==> config.mk <==
export PLATFORM = sky130hd
export DESIGN_NAME = task_scheduler_policy_unit
export DESIGN_NICKNAME = d
export VERILOG_FILES = /design/src/hdl/tsp_pkg.sv /design/src/hdl/task_scheduler_policy_unit.sv /design/src/hdl/tsp_queue.sv /design/src/hdl/tsp_keycmp.sv /design/src/hdl/tsp_ctrl.sv
export SDC_FILE = /design/constraint.sdc
export NUM_CORES = 2
export LEC_CHECK = 0
export ABC_AREA = 1
export BUFFER_PORTS_ARGS = -buffer_cell sky130_fd_sc_hd__buf_2
export CORE_MARGIN = 5
export CORE_UTILIZATION = 35
export DETAILED_ROUTE_END_ITERATION = 7
export SETUP_SLACK_MARGIN = 0.02
export SLEW_MARGIN = 20
export SYNTH_ARGS = -nofsm -noshare
export SYNTH_HDL_FRONTEND = slang
export SYNTH_SLANG_ARGS = --single-unit
==> constraint.sdc <==
create_clock -name clock -period 8.65 [get_ports clock]
set_clock_uncertainty 0.1 [all_clocks]
set_input_delay 0.865 -clock clock [delete_from_list [all_inputs] [get_ports clock]]
set_output_delay 0.865 -clock clock [all_outputs]
set_load 0.1 [all_outputs]
==> src/hdl/tsp_pkg.sv <==
// ----------------------------------------------------------------------------
// tsp_pkg
// Shared types, constants and codes for the task scheduler policy unit.
// ----------------------------------------------------------------------------
package tsp_pkg;

   // queue geometry
   localparam int QUEUE_DEPTH = 16;
   localparam int IDX_W       = $clog2(QUEUE_DEPTH);
   localparam int CNT_W       = $clog2(QUEUE_DEPTH + 1);

   // field widths
   localparam int ID_W       = 8;
   localparam int RT_W       = 16;
   localparam int TICK_W     = 24;
   localparam int TICK_IDX_W = $clog2(TICK_W);
   localparam int POL_W      = 2;
   localparam int QUANT_W    = 4;

   // fewest held tasks for which reordering or rotation happens
   localparam int MIN_REORDER = 2;

   // stream payload widths, padded to whole bytes
   localparam int REQ_DATA_W = ((ID_W + RT_W + 7) / 8) * 8;

   // config port
   localparam int CSR_W     = (POL_W > QUANT_W) ? POL_W : QUANT_W;
   localparam int CSR_IDX_W = 1;

   localparam logic [CSR_IDX_W-1:0] CSR_POLICY  = 1'd0;
   localparam logic [CSR_IDX_W-1:0] CSR_QUANTUM = 1'd1;

   // policy codes
   localparam logic [POL_W-1:0] POL_FIFO = 2'd0;
   localparam logic [POL_W-1:0] POL_SJF  = 2'd1;
   localparam logic [POL_W-1:0] POL_SRTF = 2'd2;
   localparam logic [POL_W-1:0] POL_RR   = 2'd3;

   localparam logic [QUANT_W-1:0] QUANTUM_RESET = 4'd1;

   // command codes
   localparam logic CMD_ARRIVE = 1'b0;
   localparam logic CMD_TICK   = 1'b1;

   // one queue slot
   typedef struct packed {
      logic [TICK_W-1:0] arrival;
      logic [RT_W-1:0]   progress;
      logic [RT_W-1:0]   runtime;
      logic [ID_W-1:0]   task_id;
   } slot_type;

   // result beat, last field in the lowest bits
   typedef struct packed {
      logic [CNT_W-1:0]  queue_count;
      logic [TICK_W-1:0] turnaround;
      logic [TICK_W-1:0] done_time;
      logic              done_res;
      logic [ID_W-1:0]   ran_id;
      logic              ran_valid;
      logic              accepted;
   } rsp_type;

   localparam int RSP_FIELD_W = $bits(rsp_type);
   localparam int RSP_DATA_W  = ((RSP_FIELD_W + 7) / 8) * 8;

   // queue storage operations
   typedef enum logic [1:0] {
      Q_NONE,
      Q_WR,
      Q_SHIFT,
      Q_SHIFT_WR
   } qop_type;

   typedef struct packed {
      qop_type          op;
      logic [IDX_W-1:0] idx;
      slot_type         data;
   } qctl_type;

   // sequencer states
   typedef enum logic [2:0] {
      ST_IDLE,
      ST_PLAN,
      ST_SORT,
      ST_MOD,
      ST_ROT,
      ST_RUN,
      ST_REPLY
   } state_type;

endpackage

==> src/hdl/task_scheduler_policy_unit.sv <==
// ----------------------------------------------------------------------------
// task_scheduler_policy_unit
// Ready-queue CPU scheduler: FIFO, shortest job, shortest remaining, round robin.
// ----------------------------------------------------------------------------
// Each request beat is either a task arrival or one scheduler tick, and each
// gives exactly one response beat. An arrival goes from accept to reply. A
// tick runs plan, reorder work, run and reply: under shortest job or shortest
// remaining first the queue is bubble sorted by one comparator, pass by pass
// until a pass makes no exchange (a queue already in order costs one pass);
// under round robin a bit-serial remainder of the tick count by the quantum
// decides the rotation, done in a rotate state. Reordering needs two or more
// held tasks. req_tready is high only while the sequencer is idle; a finished
// response waits in the output register, so the next request can be taken
// while it is still pending. The queue holds 16 tasks; a full queue drops
// arrivals with accepted low. Policy and quantum are written through the csr
// port, by the user only while the block is idle; the block does not enforce
// it. A quantum of zero acts as one.
// ----------------------------------------------------------------------------
module task_scheduler_policy_unit (
   input  logic                             clock,
   input  logic                             reset,

   input  logic                             req_tvalid,
   output logic                             req_tready,
   input  logic [tsp_pkg::REQ_DATA_W-1:0]   req_tdata,   // task_id, runtime
   input  logic                             req_tuser,   // command

   output logic                             rsp_tvalid,
   input  logic                             rsp_tready,
   // accepted, ran_valid, ran_id, done_res, done_time, turnaround, queue_count
   output logic [tsp_pkg::RSP_DATA_W-1:0]   rsp_tdata,

   input  logic                             csr_we,
   input  logic [tsp_pkg::CSR_IDX_W-1:0]    csr_index,
   input  logic [tsp_pkg::CSR_W-1:0]        csr_wdata
);
   import tsp_pkg::*;

   logic [POL_W-1:0]   policy_ff, policy_in;
   logic [QUANT_W-1:0] quantum_ff, quantum_in;
   logic               rsp_valid_ff, rsp_valid_in;
   rsp_type            rsp_data_ff, rsp_data_in;

   logic               req_accept;
   logic               ctrl_ready;
   logic               rsp_free;
   logic               rsp_load;
   rsp_type            rsp_next;
   qctl_type           qctl;
   slot_type           head;

   // request beat taken
   assign req_tready = ctrl_ready;
   assign req_accept = req_tvalid & ctrl_ready;

   // config registers
   always_comb begin
      policy_in  = policy_ff;
      quantum_in = quantum_ff;
      if (csr_we) begin
         unique case (csr_index)
            CSR_POLICY:  policy_in  = csr_wdata[POL_W-1:0];
            CSR_QUANTUM: quantum_in = csr_wdata[QUANT_W-1:0];
            default:     policy_in  = policy_ff;
         endcase
      end
   end

   always_ff @(posedge clock) begin
      if (reset) begin
         policy_ff  <= POL_FIFO;
         quantum_ff <= QUANTUM_RESET;
      end else begin
         policy_ff  <= policy_in;
         quantum_ff <= quantum_in;
      end
   end

   // output register: free when empty or being drained this cycle
   assign rsp_free = !rsp_valid_ff || rsp_tready;

   always_comb begin
      rsp_valid_in = rsp_valid_ff;
      rsp_data_in  = rsp_data_ff;
      priority if (rsp_load) begin
         rsp_valid_in = 1'b1;
         rsp_data_in  = rsp_next;
      end else if (rsp_tready) begin
         rsp_valid_in = 1'b0;
      end
   end

   always_ff @(posedge clock) begin
      if (reset) begin
         rsp_valid_ff <= 1'b0;
      end else begin
         rsp_valid_ff <= rsp_valid_in;
      end
   end

   always_ff @(posedge clock) begin
      rsp_data_ff <= rsp_data_in;
   end

   assign rsp_tvalid = rsp_valid_ff;
   assign rsp_tdata  = RSP_DATA_W'(rsp_data_ff);

   tsp_queue u_queue (
      .clock (clock),
      .qctl  (qctl),
      .head  (head)
   );

   tsp_ctrl u_ctrl (
      .clock       (clock),
      .reset       (reset),
      .req_accept  (req_accept),
      .req_cmd     (req_tuser),
      .req_task_id (req_tdata[ID_W-1:0]),
      .req_runtime (req_tdata[ID_W +: RT_W]),
      .policy      (policy_ff),
      .quantum     (quantum_ff),
      .head        (head),
      .rsp_free    (rsp_free),
      .ready       (ctrl_ready),
      .qctl        (qctl),
      .rsp_load    (rsp_load),
      .rsp         (rsp_next)
   );

endmodule

==> src/hdl/tsp_queue.sv <==
// ----------------------------------------------------------------------------
// tsp_queue
// Ready-queue slot storage. Slot 0 is the head; slots shift toward the head.
// ----------------------------------------------------------------------------
module tsp_queue (
   input  logic               clock,
   input  tsp_pkg::qctl_type  qctl,
   output tsp_pkg::slot_type  head
);
   import tsp_pkg::*;

   slot_type slot_ff [QUEUE_DEPTH];

   for (genvar i = 0; i < QUEUE_DEPTH; i++) begin : g_slot
      // last slot has nothing behind it; it keeps its value on a shift
      localparam int NXT = (i < QUEUE_DEPTH - 1) ? i + 1 : i;
      logic hit;

      assign hit = (qctl.idx == IDX_W'(i));

      always_ff @(posedge clock) begin
         unique case (qctl.op)
            Q_NONE: begin
               slot_ff[i] <= slot_ff[i];
            end
            Q_WR: begin
               if (hit) begin
                  slot_ff[i] <= qctl.data;
               end
            end
            Q_SHIFT: begin
               slot_ff[i] <= slot_ff[NXT];
            end
            Q_SHIFT_WR: begin
               slot_ff[i] <= hit ? qctl.data : slot_ff[NXT];
            end
            default: begin
               slot_ff[i] <= slot_ff[i];
            end
         endcase
      end
   end

   assign head = slot_ff[0];

endmodule

==> src/hdl/tsp_keycmp.sv <==
// ----------------------------------------------------------------------------
// tsp_keycmp
// Shared sort-key comparator: total runtime, or remaining time.
// ----------------------------------------------------------------------------
module tsp_keycmp (
   input  tsp_pkg::slot_type  a,
   input  tsp_pkg::slot_type  b,
   input  logic               remaining,
   output logic               a_gt_b
);
   import tsp_pkg::*;

   logic [RT_W-1:0] key_a;
   logic [RT_W-1:0] key_b;

   // remaining time wraps at 16 bits
   assign key_a  = remaining ? RT_W'(a.runtime - a.progress) : a.runtime;
   assign key_b  = remaining ? RT_W'(b.runtime - b.progress) : b.runtime;
   assign a_gt_b = (key_a > key_b);

endmodule

==> src/hdl/tsp_ctrl.sv <==
// ----------------------------------------------------------------------------
// tsp_ctrl
// Sequencer: arrivals, bubble-sort passes, round-robin remainder, run step.
// ----------------------------------------------------------------------------
module tsp_ctrl (
   input  logic                         clock,
   input  logic                         reset,
   input  logic                         req_accept,
   input  logic                         req_cmd,
   input  logic [tsp_pkg::ID_W-1:0]     req_task_id,
   input  logic [tsp_pkg::RT_W-1:0]     req_runtime,
   input  logic [tsp_pkg::POL_W-1:0]    policy,
   input  logic [tsp_pkg::QUANT_W-1:0]  quantum,
   input  tsp_pkg::slot_type            head,
   input  logic                         rsp_free,
   output logic                         ready,
   output tsp_pkg::qctl_type            qctl,
   output logic                         rsp_load,
   output tsp_pkg::rsp_type             rsp
);
   import tsp_pkg::*;

   state_type             state_ff, state_in;
   logic [CNT_W-1:0]      held_ff, held_in;
   logic [TICK_W-1:0]     tick_ff, tick_in;
   slot_type              carry_ff, carry_in;
   logic [CNT_W-1:0]      step_ff, step_in;
   logic                  swap_ff, swap_in;
   logic [QUANT_W-1:0]    rem_ff, rem_in;
   logic [TICK_IDX_W-1:0] bit_ff, bit_in;
   rsp_type               res_ff, res_in;

   logic                  key_gt;
   logic                  reorder_ok;
   logic [QUANT_W:0]      mod_t;
   logic [QUANT_W:0]      mod_q;
   logic [QUANT_W-1:0]    rem_next;
   logic [IDX_W-1:0]      tail_idx;
   logic [IDX_W-1:0]      pen_idx;
   logic [RT_W-1:0]       prog_next;

   tsp_keycmp u_keycmp (
      .a         (carry_ff),
      .b         (head),
      .remaining (policy == POL_SRTF),
      .a_gt_b    (key_gt)
   );

   assign reorder_ok = (held_ff >= CNT_W'(MIN_REORDER));

   // one restoring-remainder step per cycle, MSB of the tick first
   assign mod_q    = (quantum == '0) ? (QUANT_W + 1)'(1) : {1'b0, quantum};
   assign mod_t    = {rem_ff, tick_ff[bit_ff]};
   assign rem_next = (mod_t >= mod_q) ? QUANT_W'(mod_t - mod_q) : mod_t[QUANT_W-1:0];

   assign tail_idx = IDX_W'(held_ff - CNT_W'(1));
   assign pen_idx  = IDX_W'(held_ff - CNT_W'(2));

   assign prog_next = (head.progress == '1) ? head.progress : RT_W'(head.progress + 1'b1);

   always_ff @(posedge clock) begin
      if (reset) begin
         state_ff <= ST_IDLE;
         held_ff  <= '0;
         tick_ff  <= '0;
      end else begin
         state_ff <= state_in;
         held_ff  <= held_in;
         tick_ff  <= tick_in;
      end
   end

   always_ff @(posedge clock) begin
      carry_ff <= carry_in;
      step_ff  <= step_in;
      swap_ff  <= swap_in;
      rem_ff   <= rem_in;
      bit_ff   <= bit_in;
      res_ff   <= res_in;
   end

   // next state
   always_comb begin
      state_in = state_ff;
      unique case (state_ff)
         ST_IDLE: begin
            if (req_accept) begin
               state_in = (req_cmd == CMD_TICK) ? ST_PLAN : ST_REPLY;
            end
         end
         ST_PLAN: begin
            priority if (reorder_ok && (policy == POL_SJF || policy == POL_SRTF)) begin
               state_in = ST_SORT;
            end else if (reorder_ok && policy == POL_RR) begin
               state_in = ST_MOD;
            end else begin
               state_in = ST_RUN;
            end
         end
         ST_SORT: begin
            if (step_ff == held_ff) begin
               state_in = swap_ff ? ST_SORT : ST_RUN;
            end
         end
         ST_MOD: begin
            if (bit_ff == '0) begin
               state_in = (rem_next == '0) ? ST_ROT : ST_RUN;
            end
         end
         ST_ROT: begin
            state_in = ST_RUN;
         end
         ST_RUN: begin
            state_in = ST_REPLY;
         end
         ST_REPLY: begin
            if (rsp_free) begin
               state_in = ST_IDLE;
            end
         end
         default: begin
            state_in = ST_IDLE;
         end
      endcase
   end

   // datapath and outputs
   always_comb begin
      held_in   = held_ff;
      tick_in   = tick_ff;
      carry_in  = carry_ff;
      step_in   = step_ff;
      swap_in   = swap_ff;
      rem_in    = rem_ff;
      bit_in    = bit_ff;
      res_in    = res_ff;
      qctl.op   = Q_NONE;
      qctl.idx  = '0;
      qctl.data = head;
      ready     = 1'b0;
      rsp_load  = 1'b0;

      unique case (state_ff)
         ST_IDLE: begin
            ready = 1'b1;
            if (req_accept) begin
               res_in = '0;
               unique case (req_cmd)
                  CMD_ARRIVE: begin
                     if (held_ff < CNT_W'(QUEUE_DEPTH)) begin
                        qctl.op            = Q_WR;
                        qctl.idx           = IDX_W'(held_ff);
                        qctl.data.task_id  = req_task_id;
                        qctl.data.runtime  = req_runtime;
                        qctl.data.progress = '0;
                        // a task arriving between ticks belongs to the next tick
                        qctl.data.arrival  = TICK_W'(tick_ff + 1'b1);
                        held_in            = CNT_W'(held_ff + 1'b1);
                        res_in.accepted    = 1'b1;
                     end
                  end
                  CMD_TICK: begin
                     tick_in = TICK_W'(tick_ff + 1'b1);
                  end
                  default: begin
                     res_in = '0;
                  end
               endcase
            end
         end
         ST_PLAN: begin
            step_in = '0;
            swap_in = 1'b0;
            rem_in  = '0;
            bit_in  = TICK_IDX_W'(TICK_W - 1);
         end
         ST_SORT: begin
            // one bubble pass: head pops into carry, the larger of the two
            // goes to the tail; equal keys keep their order
            priority if (step_ff == '0) begin
               carry_in = head;
               swap_in  = 1'b0;
               qctl.op  = Q_SHIFT;
               step_in  = CNT_W'(step_ff + 1'b1);
            end else if (step_ff < held_ff) begin
               qctl.op  = Q_SHIFT_WR;
               qctl.idx = pen_idx;
               if (key_gt) begin
                  qctl.data = head;
                  swap_in   = 1'b1;
               end else begin
                  qctl.data = carry_ff;
                  carry_in  = head;
               end
               step_in = CNT_W'(step_ff + 1'b1);
            end else begin
               qctl.op   = Q_WR;
               qctl.idx  = tail_idx;
               qctl.data = carry_ff;
               step_in   = '0;
            end
         end
         ST_MOD: begin
            rem_in = rem_next;
            bit_in = TICK_IDX_W'(bit_ff - 1'b1);
         end
         ST_ROT: begin
            qctl.op   = Q_SHIFT_WR;
            qctl.idx  = tail_idx;
            qctl.data = head;
         end
         ST_RUN: begin
            if (held_ff != '0) begin
               res_in.ran_valid = 1'b1;
               res_in.ran_id    = head.task_id;
               if (prog_next >= head.runtime) begin
                  res_in.done_res   = 1'b1;
                  res_in.done_time  = tick_ff;
                  res_in.turnaround = TICK_W'(tick_ff - head.arrival);
                  qctl.op           = Q_SHIFT;
                  held_in           = CNT_W'(held_ff - 1'b1);
               end else begin
                  qctl.op            = Q_WR;
                  qctl.idx           = '0;
                  qctl.data.progress = prog_next;
               end
            end
         end
         ST_REPLY: begin
            rsp_load = rsp_free;
         end
         default: begin
            ready = 1'b0;
         end
      endcase
   end

   always_comb begin
      rsp             = res_ff;
      rsp.queue_count = held_ff;
   end

endmodule
== After elaboration in Yosys (flattened, before gate mapping) ==
Memories as Yosys holds them, arrays and structs flattened.
Cells that the tools add are included.

* Equal/unequal tests: 40
* Bitwise logic cells: 50
* Magnitude comparators: 7
* Add/sub/neg operators: 11
* Reduce and logical (&&, ||, !) cells: 28
* Mux-type cells: 178

{| class="wikitable"
|+ Operators with widths
! operator !! count
|-
| two-way mux 64 bit || 68
|-
| two-way mux 70 bit || 3
|-
| case mux 58 bit (2 select lines) || 1
|-
| case mux 24 bit (2 select lines) || 2
|-
| two-way mux 16 bit || 5
|-
| two-way mux 69 bit || 1
|-
| two-way mux 68 bit || 1
|-
| two-way mux 1 bit || 65
|-
| two-way mux 59 bit || 1
|-
| two-way mux 58 bit || 1
|-
| two-way mux 49 bit || 1
|-
| bitwise OR 1 bit || 48
|-
| case mux 16 bit (3 select lines) || 1
|-
| two-way mux 5 bit || 7
|-
| == test 4 bit, second input constant || 8
|-
| subtractor 16 bit || 2
|-
| case mux 5 bit (2 select lines) || 3
|-
| adder 24 x 1 -> 24 bit, second input constant || 1
|-
| two-way mux 3 bit || 8
|-
| case mux 6 bit (4 select lines) || 1
|-
| subtractor 24 bit || 1
|-
| case mux 3 bit (7 select lines) || 1
|-
| adder 16 x 1 -> 16 bit, second input constant || 1
|-
| == test 16 bit, second input constant || 1
|-
| 44 further kinds || 82
|}

* Output and inout bits: 66
* Bits in writable memories: 1024
* Memories: 1
* Bits of input ports: 35
* Bits in registers: 241
* Word-level logic and storage cells: 342

{| class="wikitable"
|+ Memories
! memory !! words !! width !! rd ports !! clocked after Yosys merged registers in !! wr ports !! RTL line !! RTL
|-
| u_queue.slot_ff || 16 || 64 || 16 || 0 || 16 || tsp_queue.sv:12 || <nowiki>slot_type slot_ff [QUEUE_DEPTH];</nowiki>
|}

== Depth between registers and ports, before layout ==
An unclocked memory read counts as a cell.

* Word-level depth: 15
* Mapped depth: 31
* Mapped depth without buffers: 30

== Cells and area by module ==
A second synthesis with hierarchy kept.

* Cells, all modules: 10664
* Area, all modules: 79706.4 µm²

{| class="wikitable"
|+ Modules (own cells, without submodules)
! module !! sequential area each (µm²) !! times used !! cells an instance !! area each (µm²)
|-
| tsp_queue || 30749.5 || 1 || 8586 || 63285.7
|-
| tsp_ctrl || 4784.6 || 1 || 1479 || 11583.6
|-
| tsp_keycmp || 0.0 || 1 || 494 || 2632.5
|-
| task_scheduler_policy_unit || 2062.0 || 1 || 105 || 2204.6
|}

== Least setup slack after synthesis ==
OpenSTA, ideal clock, no wires.

* Kind: register -> register
* From: mem u_queue.slot_ff[0][24] (netlist name)
* To: mem u_queue.slot_ff[0][0] (netlist name) (enable)
* Arrival: 7.178 ns
* Stages on the path, launching flop included: 19
* Path buffers: 1
* Setup time: 0.574 ns
* Clock period less this slack: 7.852 ns
* Setup slack: 0.798 ns
* Path through: edfxtp_1 > ha_1 > inv_1 > nor2_1 > nand2_1 > nor2_2 > buf_4 > xor2_2 > ha_1 > nand2_1 > nor2_1 > and2_1 > nor2_1 > nand3_1 > nand2_1 > nand2_1 > o21ai_2 > inv_1 > o21ai_0

{| class="wikitable"
|+ RTL lines
! what !! RTL line
|-
| start, declared || tsp_queue.sv:12
|}

==> results.py <==
metrics = {
    "job": {
        "cap_violations": 0,
    },
    "placement": {
        "io_buffers": 100,
        "dp_hpwl_um": 154000,
        "routabilityCongestion": 0.932,
        "placed_cells": 11800,
    },
    "floorplan": {
        "die-area_um2": 223000,
        "dieHeight_um": 472,
        "num_rows": 169,
        "coreArea_um2": 213000,
        "fp.dieW_um": 472,
        "initial_core_util": 0.352,
        "pin_count": 101,
    },
    "clocking": {
        "cts_tree": "built",
        "cts_buffers": 145,
        "cts_resized": 0,
        "cts_hold_buf": 0,
        "clock_path_buffers": 3,
        "post_cts_buffers": 0,
        "clk_latency_ps": 820,
        "htreeDepth": 4,
        "path_clk_slew_ps": 60,
        "clock-root-buffer": "clkbuf_16",
        "clkSinkCount": 1265,
    },
    "synth": {
        "synthAdderAreaFrac": 0.0191,
        "netlist_instances": 9454,
        "synth-warning-count": 0,
        "yosysTopAreaCell": "edfxtp_1",
        "synth_flop_cell": "edfxtp_1",
        "synthSimpleGateAreaFrac": 0.270,
        "ys_seq_area_frac": 0.502,
        "synthXorXnorAreaFrac": 0.00689,
        "synthDistinctLibCells": 58,
        "syn_avg_cell_area_um2": 7.92,
        "ys_top_cells_by_area": "edfxtp_1 (49%), nand2_1 (13%), nand3_1 (6.7%)",
        "synth_top_area_share": 0.492,
        "synthMuxAreaShare": 0,
        "async_reset_ff_frac": 0,
        "syn_area_um2": 74800,
        "ys_ff_latch": 1265,
        "synth_compound_area_frac": 0.124,
        "synth_top_family_by_area": "simple AND/OR/NAND/NOR gates",
        "synth_fp_nets": 9601,
        "synth_edf_count": 1226,
    },
    "sta": {
        "period_share": 0.749,
        "rsz0062_at_grt": "no",
        "maxSlewViolCount": 0,
        "worstMarginPinSlew_ps": 1200,
        "slew_headroom": 0.197,
        "setup_viol": 0,
        "fin_crit_ps": 6480,
        "finalHoldViolCount": 0,
        "tns_ps": 0,
        "fmax_ghz": 0.154,
    },
    "hold_path": {
        "hp-class": "in2reg",
        "worstHoldStart": "csr_wdata[1]",
    },
    "drt": {
        "vias": 67000,
        "drt_iter0_drc": 8711,
        "post-route-drc-count": 0,
        "wl_per_cell_um": 20.9,
        "via_per_inst": 5.53,
        "postRouteAntennaNets": 0,
        "first_pass_iters": 8,
        "routed_wl_um": 253000,
    },
    "cells_and_area": {
        "final_cells": 12100,
        "mostFrequentLayoutCells": "nand2_1 (2562), edfxtp_1 (1226), nor2_1 (1183)",
        "n_antenna_cell": 0,
        "drive_above_1_share": 0.0651,
        "synthToLayoutAreaGrowth_pct": 9.53,
        "layout_commonest_cell": "nand2_1",
        "post-route-util": 0.386,
        "nets": 9320,
        "fill_cells": 21100,
    },
    "worst_setup_path": {
        "worstSetupStartpointType": "register",
        "worstPathMaxFanout": 43,
        "critical_path_required_ps": 8990,
        "r2r-start": "u_queue.slot_ff[0][24]",
        "end_kind": "register",
        "worstSetupStartpoint": "u_queue.slot_ff[0][24]",
        "critical_path_class": "reg2reg",
        "cp.arrival_ps": 6820,
    },
    "global_route": {
        "grt_overflow": 0,
        "antenna_found_initial": 5,
        "groute.usage.overall": 0.218,
        "grt_max_degree": 137,
        "grt_pass1_vias": 62500,
        "grt_pass1_wl_um": 385000,
    },
    "run_status": {
        "outcome": "complete, no violations",
    },
}
[cells in the mapped netlist (5+ instances only)]
cell / n
nor2_1: 1186
a22oi_4: 5
o21ai_0: 681
nand3_1: 997
nor3_1: 22
buf_4: 50
a21boi_0: 5
o22ai_1: 69
a22oi_1: 29
a31oi_1: 5
xnor2_1: 18
nor2_4: 6
clkbuf_1: 258
nand3b_1: 7
dfxtp_1: 39
edfxtp_1: 1226
ha_1: 108
buf_1: 45
nor2_2: 13
o211ai_1: 66
o21a_1: 35
a21oi_1: 710
nand2_1: 2583
nand4_1: 39
xor2_1: 39
a22oi_2: 11
inv_1: 671
buf_2: 333
inv_2: 29
nand2_2: 28
o21ai_1: 76
nand3_2: 11
[critical path: stages, from the launching register on]
cell and delay, ps:
edfxtp_1 620, ha_1 410, inv_1 130, nor2_1 180
nand2_1 120, nor2_2 400, buf_4 260, xor2_2 220
ha_1 270, nand2_1 60, nor2_1 60, and2_1 180
nor2_1 90, nand3_1 80, nand2_1 130, nand2_1 180
nand2_1 250, nand3_4 490, inv_6 550, buf_12 380
nand2_4 320, buf_4 490
[per-stage QoR]
| stage | instance area, um^2 | setup slack [ps] | hold WS (ps) |
|---|---|---|---|
| final | 82000 | 2170 | 215 |
| after global routing | 82000 | 1830 | 201 |
| after CTS | 81900 | 2350 | 154 |
| after detailed placement | 77400 | 2350 | 305 |
| after global placement | 77400 | 2340 | 306 |
| after floorplan | 74800 | 798 | 300 |
[cells by family after synthesis]
family	Yosys count
and+or+nand+nor	4913
AOI/OAI and AO/OA	1713
buffers and inverters	1393
DFF	1265
adders and majority gates	112
xor gates and xnor gates	58
[sequential cells by signal (all words and copies together), names as in the netlist, 2 cells and up]
signal and flops:
u_ctrl.rem_ff 4, u_ctrl.tick_ff 24, rsp_tdata 64, quantum_ff 4, u_ctrl.carry_ff 64, u_ctrl.step_ff 5
u_ctrl.held_ff 5, policy_ff 2, u_ctrl.rsp 59, u_ctrl.bit_ff 5, u_ctrl.state_ff 3, u_queue.slot_ff 1024
[path summary, 6_finish.rpt]
kind	endpoint	depth (start not counted)	slack, ps
hold / removal	policy_ff[1]	3	210
setup / recovery	u_queue.slot_ff[3][24]	21	2170
setup reg to reg	u_queue.slot_ff[3][24]	21	2170
hold reg to reg	rsp_tdata[4]	0	320
[layout make-up]
class	count	area, um^2	share of cell area
Clock buffer	188	3850	0.0470
Clock inverter	70	592	0.00722
Inverter	704	2670	0.0326
Multi-Input combinational cell	6796	31700	0.387
Sequential cell	1265	37600	0.459
Tap cell	2821	3530	0.0431
Timing Repair Buffer	261	2010	0.0245
[metal layers]
layer / wire length, um / share of wire / global-route usage / vias up
met5: 0 / 0 / 0 / -
met4: 7950 / 0.031 / 0.0711 / 0
met3: 23200 / 0.092 / 0.0342 / 496
met2: 114000 / 0.45 / 0.347 / 3372
met1: 108000 / 0.43 / 0.305 / 32000
li1: - / - / - / 31100
Power is not shown: default switching activity piles up to over one toggle a cycle in this logic, so the estimate is an artifact.
